**config.mk**
```make
export PLATFORM = sky130hd
export DESIGN_NAME = fbeh_ctrl
export DESIGN_NICKNAME = d
export VERILOG_FILES = /design/src/hw/rtl/fbeh_pkg.sv /design/src/hw/rtl/fbeh_ctrl.sv
export VERILOG_INCLUDE_DIRS = /design/src /design/src/hw/rtl
export SDC_FILE = /design/constraint.sdc
export NUM_CORES = 1
export LEC_CHECK = 0
export BUFFER_PORTS_ARGS = -buffer_cell sky130_fd_sc_hd__buf_4
export CAP_MARGIN = 15
export CORE_AREA = 2 2 39 41
export DETAILED_ROUTE_END_ITERATION = 10
export DIE_AREA = 0 0 41 43
export PLACE_DENSITY = 0.47
export SYNTH_ARGS = -nofsm -noshare
export SYNTH_HDL_FRONTEND = slang
export SYNTH_SLANG_ARGS = --single-unit
```
**constraint.sdc**
```tcl
create_clock -name clk -period 2.7 [get_ports clk]
set_input_delay 0.54 -clock clk [delete_from_list [all_inputs] [get_ports clk]]
set_output_delay 0.54 -clock clk [all_outputs]
set_load 0.05 [all_outputs]
```
**src/hw/rtl/assert_macros.svh**
```systemverilog
// Assertion macros shared by the RTL
`ifndef ASSERT_MACROS_SVH
`define ASSERT_MACROS_SVH
`define ASSERT_CLK(label, clk, rst_n, prop, msg) \
	label: assert property (@(posedge clk) disable iff (!rst_n) prop) else $error(msg);
`define ASSERT_CLK_RST(label, clk, prop, msg) \
	label: assert property (@(posedge clk) prop) else $error(msg);
`endif

```
**src/hw/rtl/fbeh_pkg.sv**
```systemverilog
// Package: constants, types and float compare for the histogram unit
package fbeh_pkg;
	localparam int MaxBins   = 32;
	localparam int EdgeDepth = MaxBins + 1;
	localparam int BinW      = $clog2(MaxBins);
	localparam int SlotW     = 6;
	localparam int CountW    = 31;
	localparam int CfgW      = 6;
	localparam logic [CfgW-1:0] BinCountReset = CfgW'(MaxBins);
	localparam logic [CountW-1:0] CountMax = {CountW{1'b1}};

	typedef enum logic [1:0] {
		OP_LOAD = 2'd0,
		OP_SAMPLE = 2'd1,
		OP_READ = 2'd2,
		OP_NONE = 2'd3
	} op_t;

	typedef enum logic [2:0] {
		ST_IDLE,
		ST_CMP,
		ST_RMW,
		ST_RD_ADDR,
		ST_RD_OUT
	} state_t;

	typedef struct packed {
		logic load_edge;
		logic start_cmp;
		logic rmw;
		logic clear_all;
		logic rd_start;
		logic rd_next;
		logic out_load;
	} cmd_t;

	typedef struct packed {
		logic hit;
		logic rd_last;
	} sts_t;

	// IEEE-754 a <= b, false if either is NaN; -0 == +0
	function automatic logic f_le(input logic [31:0] a, input logic [31:0] b);
		logic an, bn, az;
		an = (a[30:23] == 8'hFF) && (a[22:0] != 23'd0);
		bn = (b[30:23] == 8'hFF) && (b[22:0] != 23'd0);
		az = (a[30:0] == 31'd0) && (b[30:0] == 31'd0);
		if (an || bn)
			return 1'b0;
		else if (az)
			return 1'b1;
		else if (a[31] != b[31])
			return a[31];
		else if (!a[31])
			return a[30:0] <= b[30:0];
		else
			return a[30:0] >= b[30:0];
	endfunction
endpackage

```
**src/hw/rtl/fbeh_ctrl.sv**
```systemverilog
// Controller state machine
`include "assert_macros.svh"
module fbeh_ctrl (
	input  logic clk,
	input  logic arst_n,
	input  logic in_valid,
	output logic in_ready,
	input  logic [1:0] op,
	output logic out_valid,
	input  logic out_ready,
	output fbeh_pkg::cmd_t cmd,
	input  fbeh_pkg::sts_t sts
);
	fbeh_pkg::state_t state_q, state_d;
	logic out_valid_q, out_valid_d;
	logic take;

	always_ff @(posedge clk or negedge arst_n) begin
		if (!arst_n) begin
			state_q <= fbeh_pkg::ST_IDLE;
			out_valid_q <= 1'b0;
		end else begin
			state_q <= state_d;
			out_valid_q <= out_valid_d;
		end
	end

	assign out_valid = out_valid_q;

	always_comb begin
		state_d = state_q;
		out_valid_d = out_valid_q;
		cmd = '0;
		in_ready = 1'b0;
		take = 1'b0;
		if (out_valid_q && out_ready)
			out_valid_d = 1'b0;
		unique case (state_q)
			fbeh_pkg::ST_IDLE: begin
				in_ready = 1'b1;
				take = in_valid;
				if (take) begin
					unique case (fbeh_pkg::op_t'(op))
						fbeh_pkg::OP_LOAD: cmd.load_edge = 1'b1;
						fbeh_pkg::OP_SAMPLE: begin
							cmd.start_cmp = 1'b1;
							state_d = fbeh_pkg::ST_RMW;
						end
						fbeh_pkg::OP_READ: begin
							cmd.rd_start = 1'b1;
							state_d = fbeh_pkg::ST_RD_OUT;
						end
						default: ;
					endcase
				end
			end
			fbeh_pkg::ST_RMW: begin
				cmd.rmw = 1'b1;
				state_d = fbeh_pkg::ST_IDLE;
			end
			fbeh_pkg::ST_RD_OUT: begin
				if (!out_valid_q || out_ready) begin
					cmd.out_load = 1'b1;
					out_valid_d = 1'b1;
					if (sts.rd_last) begin
						cmd.clear_all = 1'b1;
						state_d = fbeh_pkg::ST_IDLE;
					end else begin
						cmd.rd_next = 1'b1;
					end
				end
			end
			default: state_d = fbeh_pkg::ST_IDLE;
		endcase
	end

	`ASSERT_CLK(a_busy, clk, arst_n, (state_q != fbeh_pkg::ST_IDLE) |-> !in_ready, "busy")
	`ASSERT_CLK(a_rmw, clk, arst_n, cmd.start_cmp |=> cmd.rmw, "rmw follows")
	`ASSERT_CLK(a_clr, clk, arst_n, cmd.clear_all |-> cmd.out_load && !take, "clear")
endmodule

```
==> flow_summary.rst <==
.. list-table::
   :header-rows: 1

   * - Metric
     - Value
   * - Max-Cap Viols
     - 0
   * - Largest net degree at the start of global routing
     - 6
   * - Final cycle utilization of the critical path
     - 65.9%
   * - Area of combinational cells with multiple inputs
     - 138 um2
   * - Last weighted congestion value of the routability-driven placer
     - 0.649
   * - Fillcell total
     - 153
   * - Static Leak
     - 0.212 nW
   * - Cell-internal power
     - 0.000171 W
   * - Fraction of synthesized area in multiplexers
     - 0%
   * - Instance count after placement with tap cells included
     - 54
   * - Global-route wire length before repair
     - 807 um
   * - Clock power frac
     - 22.8%
   * - Net Sw Frac
     - 49.2%
   * - Post-synthesis instance area
     - 220 um2
   * - Post-Place Cell Area
     - 353 um2
   * - Root buffer cell
     - sky130_fd_sc_hd__clkbuf_4
   * - Worst flop-to-flop path startpoint
     - state_q[2]$_DFFE_PN0P_
   * - Outcome
     - finished, final reports clean
   * - Clock sinks
     - 3
   * - Hold-fix buffer count after cts
     - 0
   * - Post-route ant nets
     - 0
   * - Share of the yosys chip area belonging to registers
     - 34.1%
   * - Total Die Area
     - 0.00176 mm2
   * - Wire length reported by the detailed router
     - 515 um
   * - Post-route cell area
     - 379 um2
   * - Setup crit start
     - op[0]
   * - Via Count
     - 235
   * - Cell type with the highest aggregate area in the netlist
     - sky130_fd_sc_hd__dfrtp_1
   * - Simple-Gate Fraction of Synth Area
     - 38.6%
   * - Setup repair after global routing missed its margin
     - no
   * - Required time at the worst-slack endpoint
     - 2160 ps
   * - Largest family of logic cells by synthesized area
     - simple AND/OR/NAND/NOR gates
   * - Setup fix buffers added after clock tree synthesis
     - 0
   * - Final-report max-slew violation count
     - 0
   * - Synthesized flop and latch total
     - 3
   * - Adder-cell share of the synthesized area
     - 17.0%
   * - Buffers on Ports
     - 15
   * - Register area
     - 75.1 um2
   * - Total routing usage reported by global routing
     - 7.65%
   * - Number of global-route vias before repair
     - 206
   * - Wirelength per Cell
     - 8.88 um
   * - Number of cell rows
     - 14
   * - Die Span Y
     - 43 um
   * - Startpoint type of the worst setup path
     - input port
   * - CTS buffer count
     - 3
   * - Number of DRC violations after detailed-routing iteration 0
     - 0
   * - Clock latency reported for the late side of the worst-skew pair
     - 230 ps
   * - Final-stage net count
     - 54
   * - Final total negative setup slack
     - 0 ps
   * - Post-synthesis cell count
     - 23
   * - Die X-Extent
     - 41 um
   * - Total number of yosys warnings
     - 0
   * - Share of the synthesized area in compound gates (AO/OA/AOI/OAI)
     - 6.82%
   * - Most common cell after layout, fill and taps aside
     - sky130_fd_sc_hd__buf_4
   * - Proportion of power drawn by flip-flops and latches
     - 21.0%
   * - Fmax
     - 0.562 GHz
   * - Largest fanout on the critical path
     - 3
   * - Area grow syn2layout
     - 72.2%
   * - CTS clock-pin slew for the worst setup and hold paths
     - 40 ps
   * - Placed wire-length estimate
     - 414 um
   * - Proportion of netlist area held by the largest area contributor
     - 34.1%
   * - Worst flop-to-flop path endpoint
     - state_q[1]$_DFFE_PN0P_
   * - IR drop worst, VDD
     - 276 uV
   * - Number of standard cells in the layout, taps in and fillers out
     - 58
   * - Worst setup path class
     - input port to output pin
   * - Total power density per cell area
     - 889 mW/mm2
   * - Setup slack, reg-to-reg
     - 1830 ps
   * - Crit path time final
     - 1780 ps
   * - Combinational cell fraction of total power
     - 56.2%
   * - Number of vias per cell
     - 4.05
   * - Mapped Avg Cell Area
     - 9.57 um2
   * - Highest-count cells in the layout ignoring fill and taps
     - 15 x sky130_fd_sc_hd__buf_4, 3 x sky130_fd_sc_hd__and3_1, 3 x sky130_fd_sc_hd__ha_1, 3 x sky130_fd_sc_hd__clkbuf_4, 3 x sky130_fd_sc_hd__dfrtp_1
   * - Clock Skews
     - 0.653 ps
   * - Number of primary I/O pins
     - 17
   * - Critical Path Sink Type
     - output pin
   * - Initial core utilization
     - 15.9%
   * - Setup-violating endpoint count in the final report
     - 0
   * - First drt pass iteration count
     - 1
   * - Biggest area contributors in the synthesized netlist
     - sky130_fd_sc_hd__dfrtp_1 34%, sky130_fd_sc_hd__ha_1 17%, sky130_fd_sc_hd__and3_1 8.5%
   * - Reg2Reg Depth
     - 2
   * - Remaining global-route overflow
     - 0
   * - Core area
     - 0.00138 mm2
   * - Relative slew margins
     - 84.9%
   * - Xor/xnor cell area share of the yosys netlist
     - 0%
   * - DRC errors left
     - 0
   * - Maximum clock insertion buffer count
     - 2
   * - Actual transition at the worst max-transition pin
     - 226 ps
   * - Worst Hold Margin
     - 90.5 ps
   * - Final-report hold violation count
     - 0
   * - Number of antenna violations at the first check in global routing
     - 0
   * - Post-CTS resize count
     - 0
   * - Layout cells sized above 1
     - 47.6%
   * - Synth unique cells
     - 14
   * - Overall power consumption
     - 0.000337 W
   * - Switch Pwr
     - 0.000166 W
   * - Signal arrival time at the worst endpoint
     - 1240 ps
   * - Antenna diode instance count
     - 0
   * - Worst min path class
     - input port to asynchronous set/reset pin
   * - CTS H-Tree Depth
     - 1
   * - Mapped Nets
     - 34
   * - CTS tree
     - built
worst max-delay path, cell delays in order:
cell and delay, ps:
sky130_fd_sc_hd__buf_4 110, sky130_fd_sc_hd__inv_1 70, sky130_fd_sc_hd__ha_1 170, sky130_fd_sc_hd__and3_1 150
sky130_fd_sc_hd__buf_4 190
synth_stat cells:
cell and number:
sky130_fd_sc_hd__inv_1 2, sky130_fd_sc_hd__dfrtp_1 3, sky130_fd_sc_hd__and3_1 3, sky130_fd_sc_hd__nor3_1 1, sky130_fd_sc_hd__nand2_1 1, sky130_fd_sc_hd__nor2_1 1, sky130_fd_sc_hd__ha_1 3, sky130_fd_sc_hd__nor2_2 1
sky130_fd_sc_hd__and4b_1 1, sky130_fd_sc_hd__nor2b_1 2, sky130_fd_sc_hd__a311oi_1 1, sky130_fd_sc_hd__nand2b_1 2, sky130_fd_sc_hd__a31oi_1 1, sky130_fd_sc_hd__nor3b_2 1
flip-flops by register name, indices dropped and copies added, names as in the netlist:
| signal | cells |
|---|---|
| out_valid | 1 |
| state_q | 2 |
cell type report:
cell class	instances	area share (%)
Clock buffer	4	6.93
Tap cell	16	5.28
Multi-Input combinational cell	18	36.3
Inverter	2	1.98
Sequential cell	3	19.8
Timing Repair Buffer	15	29.7
worst max-delay path by stage:
stage,end,slack [ps]
2_1_floorplan,cmd[1],280
3_3_place_gp,cmd[2],910
3_5_place_dp,cmd[2],920
4_1_cts,cmd[3],910
5_1_grt,cmd[1],830
6_report,cmd[2],920
power groups by stage:
stage / registers (W) / logic (W) / clock network [W]
global placement: 0.0000711 / 0.000192 / 0
detailed placement: 0.0000713 / 0.000191 / 0
floorplan: 0.0000928 / 0.000111 / 0
finish: 0.0000708 / 0.000189 / 0.0000768
global route: 0.0000729 / 0.000203 / 0.0000888
CTS: 0.0000707 / 0.000192 / 0.0000830
kinds of logic (layout without fill, tap and decap cells):
group / Yosys count / in the layout
flops: 3 / 3
compound gates: 2 / 2
fa+ha+maj: 3 / 3
simple gates: 13 / 13
buf+inv: 2 / 21
through the flow:
step | setup slack (ps) | utilization [%]
final | 919 | 27.4
after global placement | 908 | 25.5
after floorplan | 277 | -
after global routing | 831 | 27.4
after detailed placement | 923 | 25.5
after CTS | 906 | 27.4
layer usage:
metal  track usage (%)  routed length [um]  vias to the layer above
li1                  -                   -                      120
met1              8.12                 221                       99
met4              8.00                   0                        0
met5                 0                   0                        -
met3              6.28                  93                        0
met2              8.44                 200                       16
No activity file was read; power rests on OpenSTA's default activity.
